--- src/ipc_pkg.sv ---
// shared types, constants and helper functions of the irrigation pump controller
`default_nettype none

package ipc_pkg;

  // field and register widths
  localparam int unsigned OpW      = 3;
  localparam int unsigned CmdW     = 8;
  localparam int unsigned AdcW     = 10;
  localparam int unsigned EchoW    = 8;
  localparam int unsigned TpsW     = 10;
  localparam int unsigned ThrW     = 8;
  localparam int unsigned ValW     = 8;
  localparam int unsigned TensW    = 5;
  localparam int unsigned OnesW    = 4;
  localparam int unsigned SegW     = 7;
  localparam int unsigned CfgIdxW  = 1;
  localparam int unsigned CfgDataW = 10;

  // item kinds
  localparam logic [OpW-1:0] OpCommand = 3'd0;
  localparam logic [OpW-1:0] OpTick    = 3'd1;
  localparam logic [OpW-1:0] OpSample  = 3'd2;
  localparam logic [OpW-1:0] OpEcho    = 3'd3;
  localparam logic [OpW-1:0] OpButton  = 3'd4;

  // remote command characters
  localparam logic [CmdW-1:0] CmdToggleMode = 8'h41;
  localparam logic [CmdW-1:0] CmdToggleGate = 8'h42;
  localparam logic [CmdW-1:0] CmdStart      = 8'h43;
  localparam logic [CmdW-1:0] CmdTempUp     = 8'h44;
  localparam logic [CmdW-1:0] CmdTempDown   = 8'h45;
  localparam logic [CmdW-1:0] CmdHumiUp     = 8'h46;
  localparam logic [CmdW-1:0] CmdHumiDown   = 8'h47;
  localparam logic [CmdW-1:0] CmdSecUp      = 8'h48;
  localparam logic [CmdW-1:0] CmdSecDown    = 8'h49;

  // configuration register indexes
  localparam logic [CfgIdxW-1:0] CfgTicks     = 1'b0;
  localparam logic [CfgIdxW-1:0] CfgThreshold = 1'b1;

  // reset values and steps
  localparam logic [TpsW-1:0] TicksReset     = 10'd500;
  localparam logic [ThrW-1:0] ThresholdReset = 8'd50;
  localparam logic [ValW-1:0] SecondsReset   = 8'd30;
  localparam logic [ValW-1:0] TargetStep     = 8'd5;

  // sensor conversion constants
  localparam int unsigned     ScaledW    = AdcW + 8;
  localparam logic [7:0]      AdcScale   = 8'd250;
  localparam logic [ValW-1:0] TempOffset = 8'd75;
  localparam logic [ScaledW-1:0] HumiOffset = 18'd25600;

  // distance = floor(echo * 64 * 34300 / 2000000) = floor(echo * 1.0976)
  // rounded-up reciprocal in 20 fraction bits, exact for all 8-bit counts
  localparam int unsigned     DistMulW  = 21;
  localparam int unsigned     DistShift = 20;
  localparam logic [DistMulW-1:0] DistMul = 21'd1150918;
  localparam int unsigned     DistProdW = EchoW + DistMulW;

  // divide by ten of an 8-bit value: (x * 205) >> 11
  localparam logic [7:0] DivTenMul   = 8'd205;
  localparam int unsigned DivTenShift = 11;
  localparam logic [3:0] Ten         = 4'd10;

  typedef struct packed {
    logic [OpW-1:0]   op;
    logic [CmdW-1:0]  cmd_byte;
    logic [AdcW-1:0]  temp_adc;
    logic [AdcW-1:0]  humi_adc;
    logic [EchoW-1:0] echo_count;
  } ipc_item_t;

  typedef struct packed {
    logic             pump_on;
    logic             auto_on;
    logic             gate_on;
    logic [TensW-1:0] tens_digit;
    logic [OnesW-1:0] ones_digit;
    logic [SegW-1:0]  tens_segments;
    logic [SegW-1:0]  ones_segments;
    logic [ValW-1:0]  temperature;
    logic [ValW-1:0]  humidity;
    logic [ValW-1:0]  distance;
  } ipc_result_t;

  typedef struct packed {
    logic countdown_running;
  } ipc_status_t;

  // seven-segment pattern, blank above nine
  function automatic logic [SegW-1:0] seg_pattern(input logic [TensW-1:0] digit);
    logic [SegW-1:0] pat;
    unique case (digit)
      5'd0:    pat = 7'h7E;
      5'd1:    pat = 7'h18;
      5'd2:    pat = 7'h6D;
      5'd3:    pat = 7'h3D;
      5'd4:    pat = 7'h1B;
      5'd5:    pat = 7'h37;
      5'd6:    pat = 7'h73;
      5'd7:    pat = 7'h1E;
      5'd8:    pat = 7'h7F;
      5'd9:    pat = 7'h3F;
      default: pat = '0;
    endcase
    return pat;
  endfunction

endpackage

`default_nettype wire

--- src/ipc_in_stage.sv ---
// input register stage with valid/ready handshake
`default_nettype none

module ipc_in_stage (
  input  wire                 clk_i,
  input  wire                 rst_ni,
  input  wire                 in_valid_i,
  output logic                in_ready_o,
  input  ipc_pkg::ipc_item_t  item_i,
  input  wire                 adv_i,
  output logic                valid_o,
  output ipc_pkg::ipc_item_t  item_o
);
  import ipc_pkg::*;

  logic      valid_q, valid_d;
  ipc_item_t item_q;
  logic      take;

  // the stage frees up in the same cycle its item moves on
  assign in_ready_o = !valid_q || adv_i;
  assign take       = in_valid_i && in_ready_o;

  always_comb begin
    valid_d = valid_q;
    if (take) begin
      valid_d = 1'b1;
    end else if (adv_i) begin
      valid_d = 1'b0;
    end
  end

  // control flag
  always_ff @(posedge clk_i or negedge rst_ni) begin
    if (!rst_ni) begin
      valid_q <= 1'b0;
    end else begin
      valid_q <= valid_d;
    end
  end

  // payload capture
  always_ff @(posedge clk_i) begin
    if (take) begin
      item_q <= item_i;
    end
  end

  assign valid_o = valid_q;
  assign item_o  = item_q;

endmodule

`default_nettype wire

--- src/ipc_core.sv ---
// controller state and the single-pass event update and pump decision
`default_nettype none

module ipc_core (
  input  wire                          clk_i,
  input  wire                          rst_ni,
  input  wire                          adv_i,
  input  ipc_pkg::ipc_item_t           item_i,
  input  wire  [ipc_pkg::TpsW-1:0]     ticks_per_second_i,
  input  wire  [ipc_pkg::ThrW-1:0]     distance_threshold_i,
  output ipc_pkg::ipc_result_t         result_o,
  output ipc_pkg::ipc_status_t         status_o
);
  import ipc_pkg::*;

  // state registers
  logic             auto_q, auto_d;
  logic             gate_q, gate_d;
  logic [ValW-1:0]  tgt_temp_q, tgt_temp_d;
  logic [ValW-1:0]  tgt_humi_q, tgt_humi_d;
  logic [ValW-1:0]  tgt_sec_q, tgt_sec_d;
  logic             running_q, running_d;
  logic [ValW-1:0]  elapsed_q, elapsed_d;
  logic [TensW-1:0] tens_q, tens_d;
  logic [OnesW-1:0] ones_q, ones_d;
  logic [TpsW-1:0]  tick_q, tick_d;
  logic             parity_q, parity_d;
  logic [AdcW-1:0]  temp_adc_q, temp_adc_d;
  logic [AdcW-1:0]  humi_adc_q, humi_adc_d;
  logic [ValW-1:0]  temp_q, temp_d;
  logic [ValW-1:0]  humi_q, humi_d;
  logic [ValW-1:0]  dist_q, dist_d;

  // datapath helpers
  logic [ScaledW-1:0]   temp_scaled;
  logic [ScaledW-1:0]   humi_scaled;
  logic [ValW-1:0]      temp_conv;
  logic [ValW-1:0]      humi_conv;
  logic [DistProdW-1:0] dist_prod;
  logic [8:0]           dist_raw;
  logic [ValW-1:0]      dist_conv;
  logic [TpsW-1:0]      tick_inc;
  logic [ValW-1:0]      elapsed_inc;
  logic [ValW-1:0]      left;
  logic [15:0]          div_prod;
  logic [TensW-1:0]     left_tens;
  logic [ValW-1:0]      left_rem;
  logic                 far;
  logic                 run;

  // sensor conversions in fixed point
  assign temp_scaled = temp_adc_q * AdcScale;
  assign humi_scaled = humi_adc_q * AdcScale;
  assign temp_conv   = (temp_scaled[ScaledW-1:10] >= TempOffset)
                       ? temp_scaled[ScaledW-1:10] - TempOffset : '0;
  assign humi_conv   = (humi_scaled >= HumiOffset)
                       ? ValW'((humi_scaled - HumiOffset) >> 11) : '0;

  // echo count to distance, saturated
  assign dist_prod = item_i.echo_count * DistMul;
  assign dist_raw  = dist_prod[DistProdW-1:DistShift];
  assign dist_conv = dist_raw[8] ? '1 : dist_raw[7:0];

  // countdown digits of the remaining seconds
  assign tick_inc    = tick_q + 1'b1;
  assign elapsed_inc = elapsed_q + 1'b1;
  assign left        = tgt_sec_q - elapsed_inc;
  assign div_prod    = left * DivTenMul;
  assign left_tens   = div_prod[15:DivTenShift];
  assign left_rem    = left - ValW'(left_tens) * ValW'(Ten);

  always_comb begin
    auto_d     = auto_q;
    gate_d     = gate_q;
    tgt_temp_d = tgt_temp_q;
    tgt_humi_d = tgt_humi_q;
    tgt_sec_d  = tgt_sec_q;
    running_d  = running_q;
    elapsed_d  = elapsed_q;
    tens_d     = tens_q;
    ones_d     = ones_q;
    tick_d     = tick_q;
    parity_d   = parity_q;
    temp_adc_d = temp_adc_q;
    humi_adc_d = humi_adc_q;
    temp_d     = temp_q;
    humi_d     = humi_q;
    dist_d     = dist_q;
    far        = 1'b0;
    run        = 1'b0;

    // event handling
    unique case (item_i.op)
      OpCommand: begin
        unique case (item_i.cmd_byte)
          CmdToggleMode: auto_d     = !auto_q;
          CmdToggleGate: gate_d     = !gate_q;
          CmdStart:      running_d  = 1'b1;
          CmdTempUp:     tgt_temp_d = tgt_temp_q + TargetStep;
          CmdTempDown:   tgt_temp_d = tgt_temp_q - TargetStep;
          CmdHumiUp:     tgt_humi_d = tgt_humi_q + TargetStep;
          CmdHumiDown:   tgt_humi_d = tgt_humi_q - TargetStep;
          CmdSecUp: begin
            if (!auto_q) tgt_sec_d = tgt_sec_q + 1'b1;
          end
          CmdSecDown: begin
            if (!auto_q) tgt_sec_d = tgt_sec_q - 1'b1;
          end
          default: ;
        endcase
      end
      OpTick: begin
        if (tick_inc < ticks_per_second_i) begin
          tick_d = tick_inc;
        end else begin
          tick_d   = '0;
          parity_d = !parity_q;
          // convert on every second second
          if (parity_q) begin
            temp_d = temp_conv;
            humi_d = humi_conv;
          end
          if (running_q) begin
            elapsed_d = elapsed_inc;
            tens_d    = left_tens;
            ones_d    = left_rem[OnesW-1:0];
          end
        end
      end
      OpSample: begin
        temp_adc_d = item_i.temp_adc;
        humi_adc_d = item_i.humi_adc;
      end
      OpEcho:   dist_d = dist_conv;
      OpButton: auto_d = !auto_q;
      default: ;
    endcase

    // pump decision on the updated state
    far = dist_d > distance_threshold_i;
    if (auto_d) begin
      run = (temp_d > tgt_temp_d) || (humi_d < tgt_humi_d);
      if (gate_d) run = run && far;
    end else if (running_d) begin
      if (elapsed_d >= tgt_sec_d) begin
        // countdown expired
        running_d = 1'b0;
        elapsed_d = '0;
        tens_d    = '0;
        ones_d    = '0;
        run       = 1'b0;
      end else begin
        run = gate_d ? far : 1'b1;
      end
    end else begin
      run = 1'b0;
    end
  end

  // state update when the item moves into the result register
  always_ff @(posedge clk_i or negedge rst_ni) begin
    if (!rst_ni) begin
      auto_q     <= 1'b0;
      gate_q     <= 1'b0;
      tgt_temp_q <= '0;
      tgt_humi_q <= '0;
      tgt_sec_q  <= SecondsReset;
      running_q  <= 1'b0;
      elapsed_q  <= '0;
      tens_q     <= '0;
      ones_q     <= '0;
      tick_q     <= '0;
      parity_q   <= 1'b0;
      temp_adc_q <= '0;
      humi_adc_q <= '0;
      temp_q     <= '0;
      humi_q     <= '0;
      dist_q     <= '0;
    end else if (adv_i) begin
      auto_q     <= auto_d;
      gate_q     <= gate_d;
      tgt_temp_q <= tgt_temp_d;
      tgt_humi_q <= tgt_humi_d;
      tgt_sec_q  <= tgt_sec_d;
      running_q  <= running_d;
      elapsed_q  <= elapsed_d;
      tens_q     <= tens_d;
      ones_q     <= ones_d;
      tick_q     <= tick_d;
      parity_q   <= parity_d;
      temp_adc_q <= temp_adc_d;
      humi_adc_q <= humi_adc_d;
      temp_q     <= temp_d;
      humi_q     <= humi_d;
      dist_q     <= dist_d;
    end
  end

  // result of this item, the pump flag is held in the result register
  always_comb begin
    result_o.pump_on       = run;
    result_o.auto_on       = auto_d;
    result_o.gate_on       = gate_d;
    result_o.tens_digit    = tens_d;
    result_o.ones_digit    = ones_d;
    result_o.tens_segments = seg_pattern(tens_d);
    result_o.ones_segments = seg_pattern({1'b0, ones_d});
    result_o.temperature   = temp_d;
    result_o.humidity      = humi_d;
    result_o.distance      = dist_d;
  end

  assign status_o.countdown_running = running_q;

endmodule

`default_nettype wire

--- src/ipc_out_stage.sv ---
// result register with valid/ready handshake
`default_nettype none

module ipc_out_stage (
  input  wire                   clk_i,
  input  wire                   rst_ni,
  input  wire                   item_valid_i,
  input  ipc_pkg::ipc_result_t  result_i,
  output logic                  adv_o,
  output logic                  out_valid_o,
  input  wire                   out_ready_i,
  output ipc_pkg::ipc_result_t  result_o
);
  import ipc_pkg::*;

  logic        valid_q, valid_d;
  ipc_result_t result_q;

  // an item moves on when the register is empty or being drained
  assign adv_o = item_valid_i && (!valid_q || out_ready_i);

  always_comb begin
    valid_d = valid_q;
    if (adv_o) begin
      valid_d = 1'b1;
    end else if (out_ready_i) begin
      valid_d = 1'b0;
    end
  end

  always_ff @(posedge clk_i or negedge rst_ni) begin
    if (!rst_ni) begin
      valid_q <= 1'b0;
    end else begin
      valid_q <= valid_d;
    end
  end

  // payload capture
  always_ff @(posedge clk_i) begin
    if (adv_o) begin
      result_q <= result_i;
    end
  end

  assign out_valid_o = valid_q;
  assign result_o    = result_q;

endmodule

`default_nettype wire

--- src/irrigation_pump_controller.sv ---
// top level of the irrigation pump controller
// pipeline: the item is held in the input register and its result in the result register
// throughput: one item per cycle while out_ready_i keeps up; the event update and pump
// decision form one short combinational pass between the input and result registers
// reset: asynchronous active low; mode, gate, targets, countdown, converted values and
// configuration return to their defaults, both stages empty
`default_nettype none

module irrigation_pump_controller (
  input  wire                              clk_i,
  input  wire                              rst_ni,
  input  wire                              cfg_we_i,
  input  wire  [ipc_pkg::CfgIdxW-1:0]      cfg_idx_i,
  input  wire  [ipc_pkg::CfgDataW-1:0]     cfg_data_i,
  input  wire                              in_valid_i,
  output logic                             in_ready_o,
  input  wire  [ipc_pkg::OpW-1:0]          op_i,
  input  wire  [ipc_pkg::CmdW-1:0]         cmd_byte_i,
  input  wire  [ipc_pkg::AdcW-1:0]         temp_adc_i,
  input  wire  [ipc_pkg::AdcW-1:0]         humi_adc_i,
  input  wire  [ipc_pkg::EchoW-1:0]        echo_count_i,
  output logic                             out_valid_o,
  input  wire                              out_ready_i,
  output logic                             pump_on_o,
  output logic                             auto_on_o,
  output logic                             gate_on_o,
  output logic [ipc_pkg::TensW-1:0]        tens_digit_o,
  output logic [ipc_pkg::OnesW-1:0]        ones_digit_o,
  output logic [ipc_pkg::SegW-1:0]         tens_segments_o,
  output logic [ipc_pkg::SegW-1:0]         ones_segments_o,
  output logic [ipc_pkg::ValW-1:0]         temperature_o,
  output logic [ipc_pkg::ValW-1:0]         humidity_o,
  output logic [ipc_pkg::ValW-1:0]         distance_o
);
  import ipc_pkg::*;

  logic [TpsW-1:0] tps_q;
  logic [ThrW-1:0] thr_q;
  ipc_item_t       in_item;
  ipc_item_t       s1_item;
  logic            s1_valid;
  logic            adv;
  ipc_result_t     core_result;
  ipc_result_t     out_result;
  ipc_status_t     status;

  // configuration registers
  always_ff @(posedge clk_i or negedge rst_ni) begin
    if (!rst_ni) begin
      tps_q <= TicksReset;
      thr_q <= ThresholdReset;
    end else if (cfg_we_i) begin
      unique case (cfg_idx_i)
        CfgTicks:     tps_q <= cfg_data_i[TpsW-1:0];
        CfgThreshold: thr_q <= cfg_data_i[ThrW-1:0];
        default: ;
      endcase
    end
  end

  // gather the input fields
  always_comb begin
    in_item.op         = op_i;
    in_item.cmd_byte   = cmd_byte_i;
    in_item.temp_adc   = temp_adc_i;
    in_item.humi_adc   = humi_adc_i;
    in_item.echo_count = echo_count_i;
  end

  ipc_in_stage u_in_stage (
    .clk_i      (clk_i),
    .rst_ni     (rst_ni),
    .in_valid_i (in_valid_i),
    .in_ready_o (in_ready_o),
    .item_i     (in_item),
    .adv_i      (adv),
    .valid_o    (s1_valid),
    .item_o     (s1_item)
  );

  ipc_core u_core (
    .clk_i                (clk_i),
    .rst_ni               (rst_ni),
    .adv_i                (adv),
    .item_i               (s1_item),
    .ticks_per_second_i   (tps_q),
    .distance_threshold_i (thr_q),
    .result_o             (core_result),
    .status_o             (status)
  );

  ipc_out_stage u_out_stage (
    .clk_i        (clk_i),
    .rst_ni       (rst_ni),
    .item_valid_i (s1_valid),
    .result_i     (core_result),
    .adv_o        (adv),
    .out_valid_o  (out_valid_o),
    .out_ready_i  (out_ready_i),
    .result_o     (out_result)
  );

  // result fields
  assign pump_on_o       = out_result.pump_on;
  assign auto_on_o       = out_result.auto_on;
  assign gate_on_o       = out_result.gate_on;
  assign tens_digit_o    = out_result.tens_digit;
  assign ones_digit_o    = out_result.ones_digit;
  assign tens_segments_o = out_result.tens_segments;
  assign ones_segments_o = out_result.ones_segments;
  assign temperature_o   = out_result.temperature;
  assign humidity_o      = out_result.humidity;
  assign distance_o      = out_result.distance;

  // a held input item is never dropped before it moves on
  a_in_hold: assert property (@(posedge clk_i) disable iff (!rst_ni)
    s1_valid && !adv |=> s1_valid)
    else $error("input item lost while stalled");

  // manual-mode pump only runs during a countdown
  a_manual_pump: assert property (@(posedge clk_i) disable iff (!rst_ni)
    out_valid_o && pump_on_o && !auto_on_o |-> status.countdown_running)
    else $error("manual pump on without countdown");

  // tens digit of an 8-bit count stays within range and blanks above nine
  a_tens_range: assert property (@(posedge clk_i) disable iff (!rst_ni)
    out_valid_o && tens_digit_o > 5'd9 |-> tens_digit_o <= 5'd25 && tens_segments_o == '0)
    else $error("tens digit out of range");

endmodule

`default_nettype wire

--- config.mk ---
export PLATFORM = sky130hd
export DESIGN_NAME = irrigation_pump_controller
export DESIGN_NICKNAME = d
export VERILOG_FILES = /design/src/ipc_pkg.sv /design/src/ipc_in_stage.sv /design/src/ipc_core.sv /design/src/ipc_out_stage.sv /design/src/irrigation_pump_controller.sv
export SDC_FILE = /design/constraint.sdc
export NUM_CORES = 1
export LEC_CHECK = 0
export ABC_AREA = 1
export ABC_CLOCK_PERIOD_IN_PS = 9400
export BUFFER_PORTS_ARGS = -buffer_cell sky130_fd_sc_hd__buf_2
export CAP_MARGIN = 20
export CORE_ASPECT_RATIO = 0.8
export CORE_MARGIN = 2
export CORE_UTILIZATION = 50
export CTS_CLUSTER_DIAMETER = 150
export DETAILED_ROUTE_END_ITERATION = 16
export HOLD_SLACK_MARGIN = 0.05
export PLACE_DENSITY = 0.78
export SETUP_SLACK_MARGIN = 0.3
export SLEW_MARGIN = 25
export SYNTH_ARGS = -nofsm -noshare
export SYNTH_HDL_FRONTEND = slang
export SYNTH_SLANG_ARGS = --single-unit
--- constraint.sdc ---
create_clock -name clk_i -period 9.4 [get_ports clk_i]
set_clock_uncertainty 0.15 [all_clocks]
set_input_delay 0.47 -clock clk_i [delete_from_list [all_inputs] [get_ports clk_i]]
set_output_delay 0.47 -clock clk_i [all_outputs]
set_load 0.02 [all_outputs]
[Word level (Yosys, flattened, before mapping)]
Memories as Yosys holds them, arrays and structs flattened. A register that Yosys moved wholly into a read port is not among the register bits.
Cells that the tools add are included.
Cells by class
  mux-type cells: 55
  add/subtract/negate cells: 12
  bitwise gates (word level): 2
  equal/unequal tests: 13
  $mul: 5
  magnitude comparators: 7
  reductions and logical operators: 19
Operators by type and width (count)
  2-to-1 mux 8 bit: 20
  == test 8 x 7 -> 1 bit, second input constant: 9
  one-hot mux 8 bit (2 select lines): 3
  multiplier 10 x 7 -> 17 bit, second input constant: 2
  2-to-1 mux 5 bit: 6
  multiplier 8 x 20 -> 28 bit, second input constant: 1
  2-to-1 mux 4 bit: 6
  >= comparator 18 x 15 -> 1 bit, second input constant: 1
  subtractor 18 x 15 -> 18 bit, second input constant: 1
  2-to-1 mux 1 bit: 17
  adder 8 x 1 -> 8 bit, second input constant: 2
  adder 8 x 3 -> 8 bit, second input constant: 2
  > comparator 8 bit: 2
  multiplier 8 x 8 -> 16 bit, second input constant: 1
  subtractor 8 x 3 -> 8 bit, second input constant: 2
  adder 10 x 1 -> 10 bit, second input constant: 1
  < comparator 10 bit: 1
  2-to-1 mux 10 bit: 1
  >= comparator 8 x 7 -> 1 bit, second input constant: 1
  >= comparator 8 bit: 1
  < comparator 8 bit: 1
  AND reduction 2 bit: 4
  subtractor 8 x 1 -> 8 bit, second input constant: 1
  subtractor 8 x 7 -> 8 bit, second input constant: 1
  other kinds (15): 26
Word-level totals
  register bits: 194
  memories kept: 2
  output and inout port bits: 52
  input bits: 55
  memory bits (read-only): 224
  word-level logic and storage cells: 148
Memory list
  (name not given): depth 16, bits a word 7, rd ports 1, clocked after Yosys merged registers in 1, write ports 0, line ipc_pkg.sv:94  | unique case (digit)
  (name not given): depth 16, bits a word 7, rd ports 1, clocked after Yosys merged registers in 1, write ports 0, line ipc_pkg.sv:94

[Longest topological paths before layout]
  depth after elaboration: 11
  depth in mapped cells: 37
  depth with buffers taken out: 37

[Cells and area by module]
Synthesis repeated with hierarchy kept, for this count alone.
Unflattened totals
  cells, all modules: 1963
  area total of the unflattened synthesis: 17668.2 um2
Modules (own cells, without submodules)
  ipc_core: area an instance 14163.6 um2, seq. area each 2482.4 um2, cells an instance 1783, instances 1
  ipc_out_stage: area an instance 1550.2 um2, seq. area each 1526.5 um2, cells an instance 56, instances 1
  ipc_in_stage: area an instance 1216.2 um2, seq. area each 1196.1 um2, cells an instance 45, instances 1
  irrigation_pump_controller: area an instance 738.2 um2, seq. area each 461.7 um2, cells an instance 79, instances 1

[Worst setup path after synthesis]
Ideal clock, no wire load.
  path kind: flip-flop to flip-flop
  start point: register u_core.elapsed_q[0]
  end point: register, netlist name u_out_stage.result_o[29]
  path buffers: 0
  setup slack: 2.864 ns
  arrival: 6.130 ns
  cell stages (with the launch flop): 35
  period minus slack after synthesis: 6.536 ns
  setup time: 0.256 ns
  data required time: 8.994 ns
  cell sequence: dfrtp_1 > inv_1 > nor3_1 > xor2_1 > ha_1 > nand2_1 > o21ai_0 > a21oi_1 > o21ai_0 > xnor2_1 > inv_1 > ha_1 > fa_1 > inv_1 > fa_1 > inv_1 > fa_1 > ha_1 > a21oi_1 > nor2_1 > nor2_1 > nand3_1 > nand2_1 > ha_1 > inv_1 > fa_1 > xnor2_1 > inv_1 > xor2_1 > xor2_1 > nand2_1 > nand2_1 > inv_1 > nand2_1 > nand2_1
RTL lines
  start, declared: line ipc_core.sv:23  | logic [ValW-1:0] elapsed_q, elapsed_d;
  start signal, assigned: line ipc_core.sv:186  | elapsed_q <= elapsed_d;

==> summary.txt <==
Outcome
  • Run status: finished, final reports clean

Yosys
  • Async set-or-reset flop fraction in the synthesized netlist: 0.572
  • Number of enable-type register cells in the synthesized netlist: between 80 and 90
  • Area fraction of the dominant cell type after synthesis: 0.179
  • Warnings, synthesis: 0
  • Simple logic cell fraction of the synthesized area: 0.158
  • Cell types with the largest area share after synthesis: ha_1 (18%), edfxtp_1 (15%), dfrtp_1 (15%), fa_1 (12%), nand2_1 (8.5%)
  • Proportion of synthesized chip area in sequential cells: 0.322
  • Post-Synth XOR/XNOR Area: 0.0349
  • Number of unique standard cell types used by synthesis: ~50
  • Post-synthesis net count: 2,440
  • Top FF cell, synth: dfrtp_1
  • Share of the synthesized area in compound gates (AO/OA/AOI/OAI): 0.0983
  • Area share of fa/ha/maj cells after synthesis: 0.297
  • Flip-flop and latch count after synthesis: roughly 210
  • Post-synthesis area per instance: about 8.7 um2
  • Post-synthesis cell type with the largest combined area: ha_1
  • Largest family of logic cells by synthesized area: adder cells
  • Share of cell area taken by muxes after synthesis: 0.00178
  • Post-synthesis cell count: between 2,000 and 2,500
  • Post-synthesis instance area: ~18,000 um2

Finish
  • Ratio of cells with drive above 1 in the final layout: 0.0871
  • Top library cells by usage in the layout, fill and taps aside: nand2_1 (396), inv_1 (376), ha_1 (252)
  • Post-layout net count: 2,597
  • Number of diodes: 0
  • Fin util: 0.576
  • Area growth syn-to-layout: 13.7%
  • Most common library cell in the layout ignoring fill and taps: nand2_1

Drt
  • Detailed-route via count: around 14,000
  • Starting DRT DRC Count: just under 1,000
  • Ratio of routed vias to standard cells: around 5.2
  • Post-route DRC violation count: 0
  • Length of the first detailed-routing pass in iterations: 6
  • Number of nets with antenna violations after routing: 0
  • DRT Wirelength: between 30 and 40 mm
  • Routed length per instance: approximately 15 um

Global route
  • Via count of the first global-routing pass: 14,100
  • Pin count of the biggest net entering global routing: 83
  • Global-route wire length before repair: 66.7 mm
  • Remaining global-route overflow: 0
  • Antenna violations before repair: 0
  • Global-route total usage across every layer: 0.223

Setup path
  • Crit path DAT: around 7.5 ns
  • Worst R2R Setup Slack: ~2.0 ns
  • Crit Path Class: flip-flop to flip-flop
  • Worst R2R Path Depth: 32
  • Critical Path Slowest Stage Cell: fa_1
  • Critical path depth: 32
  • Startpoint of the worst setup timing path: u_core.elapsed_q[0]
  • Startpoint class of the critical path: flip-flop
  • Crit path capture type: flip-flop
  • Number of buffers and inverters on the critical path: 6
  • FF-to-FF End: u_out_stage.result_o[26]
  • Crit path capture: u_out_stage.result_o[26]
  • Slowest stage delay, CP: 0.52 ns
  • Data required time at the worst endpoint: 9.53 ns
  • Startpoint of the worst register-to-register path: u_core.elapsed_q[0]
  • Biggest fanout along the worst timing path: 9
  • Top delay family on crit path: adder cells

Timing
  • Unrepaired setup endpoints after global routing: false
  • Measured slew at the worst slew-check pin: 0.821 ns
  • Hold Slack: approximately 0.055 ns
  • Final period utilization: 0.784
  • Final critical delay including setup and external delays: between 7 and 8 ns
  • Slew margin rel.: 0.452
  • Peak clock frequency supported by timing: 136 MHz
  • Number of hold violations in the final report: 0
  • Pins Over Slew Limit: 0
  • Endpoints failing setup: 0
  • Setup total negative slack: 0 ns

Clocking
  • # clock sinks: approximately 210
  • Buffer depth of the longest clock path: 3
  • H-tree Lvls: 1
  • Insertion delay of the later-clocked pin in the worst-skew pair: between 0.5 and 0.6 ns
  • Reg clk slew, reported paths: approximately 0.060 ns
  • CTS tree: yes
  • Number of buffers created by CTS: 25
  • Clock Tree Root: clkbuf_16

Floorplanning
  • Die outline area: 36,700 um2
  • Die span in y: between 150 and 200 um
  • X dimension of the die: about 210 um
  • Std-Cell Rows: 61
  • Floorplan core area: between 30,000 and 40,000 um2
  • Ports: ~110
  • Initial core utilization: 0.507

Hold path
  • Type of the worst min-delay path: primary input to flip-flop

Place
  • Port bufs: around 110
  • Weighted congestion reported at the end of routability-driven placement: between 0.9 and 1
  • DPL Wire Length: ~30 mm

Job
  • Number of max-cap violations: 0
## area by class of cell
type                            count  area (um2)
Multi-Input combinational cell   1410       10400
Clock inverter                     16         190
Sequential cell                   208        5670
Inverter                          382        1440
Tap cell                          472         591
Fill cell                        3025       14700
Timing Repair Buffer              160        1080
Clock buffer                       28         657
## layer usage
metal,track usage,share of wire,up-vias
li1,-,-,6894
met1,0.305,0.47,6595
met2,0.374,0.46,331
met3,0.0254,0.042,67
met4,0.0634,0.026,0
met5,0,0,-
## cells in the mapped netlist, types with 2 or more instances
cell type	count
nor2_1	150
mux2i_1	2
dfrtp_1	106
a22oi_1	5
xnor2_1	13
or2_2	12
a21boi_0	3
edfxtp_1	89
o21a_1	3
buf_1	4
dfstp_2	13
nand3b_1	9
fa_1	103
xor2_1	57
nand3_1	52
nand4_1	19
o21ai_0	133
inv_2	5
a32o_1	2
a21oi_1	112
nand2_1	397
a31o_2	2
and2_1	3
a31oi_1	8
a21o_1	3
clkbuf_1	25
a221oi_1	2
a211oi_1	3
inv_1	377
o22ai_1	16
o311ai_0	2
o31ai_1	2
o211ai_1	4
o21bai_1	7
nor3_1	20
ha_1	252
## worst register-to-register path, delay by kind of cell, from the launching register on
| kind | cells | cell delay (ns) |
|---|---|---|
| compound gates | 6 | 1.21 |
| buf+inv | 6 | 0.48 |
| simple gates | 7 | 1.00 |
| flops | 1 | 0.35 |
| fa+ha+maj | 7 | 2.92 |
| xor+xnor | 6 | 1.02 |
## state kept, by name, indices dropped and copies added (netlist names)
| name | flops |
|---|---|
| u_out_stage.result_o | 50 |
| u_in_stage.item_o | 39 |
| tps_q | 10 |
| u_core.humi_adc_q | 10 |
| u_core.temp_adc_q | 10 |
| u_core.tick_q | 10 |
| thr_q | 8 |
| u_core.dist_q | 8 |
| u_core.elapsed_q | 8 |
| u_core.humi_q | 8 |
| u_core.temp_q | 8 |
| u_core.tgt_humi_q | 8 |
| u_core.tgt_sec_q | 8 |
| u_core.tgt_temp_q | 8 |
| u_core.tens_q | 5 |
| u_core.ones_q | 4 |
| u_core.auto_q | 1 |
| u_core.gate_q | 1 |
| u_core.parity_q | 1 |
| u_core.status_o | 1 |
| u_in_stage.valid_o | 1 |
| u_out_stage.out_valid_o | 1 |
## through the flow
step	area [um2]	setup slack (ns)	cells
finish	20000	2.03	2676
CTS	19900	2.13	2675
global placement	18600	2.30	2584
floorplan	17600	2.86	2030
global route	20000	1.49	2676
detailed placement	18600	2.15	2584
## repair_timing
action / 4_1_cts / 5_1_grt
setup endpoints to repair: 0 / 0
resized for setup: 0 / 0
buffers inserted: 0 / 0
hold endpoints to repair: 85 / 0
hold buffers: 47 / 0
## worst min path at each step
| stage | start | to | slack [ns] | cells past startpoint |
|---|---|---|---|---|
| 2_1_floorplan | rst_ni | thr_q[0] | 0.02 | 0 |
| 3_3_place_gp | u_core.tens_q[3] | u_core.tens_q[3] | 0.31 | 2 |
| 3_5_place_dp | u_core.temp_q[3] | u_core.temp_q[3] | 0.32 | 2 |
| 4_1_cts | cfg_data_i[5] | tps_q[5] | 0.05 | 3 |
| 5_1_grt | cfg_data_i[5] | tps_q[5] | 0.07 | 3 |
| 6_report | cfg_data_i[5] | tps_q[5] | 0.06 | 3 |
## logic make-up (layout without fill, tap and decap cells)
| logic type | Yosys count | after routing |
|---|---|---|
| AND/OR/NAND/NOR | 669 | 669 |
| multiplexers | 3 | 3 |
| AO/OA/AOI/OAI | 313 | 313 |
| XOR/XNOR | 70 | 70 |
| flip-flops | 208 | 208 |
| adder cells (fa/ha/maj) | 355 | 355 |
| buffers and inverters | 412 | 586 |
Power is not shown: default switching activity piles up to over one toggle a cycle in this logic, so the estimate is an artifact.
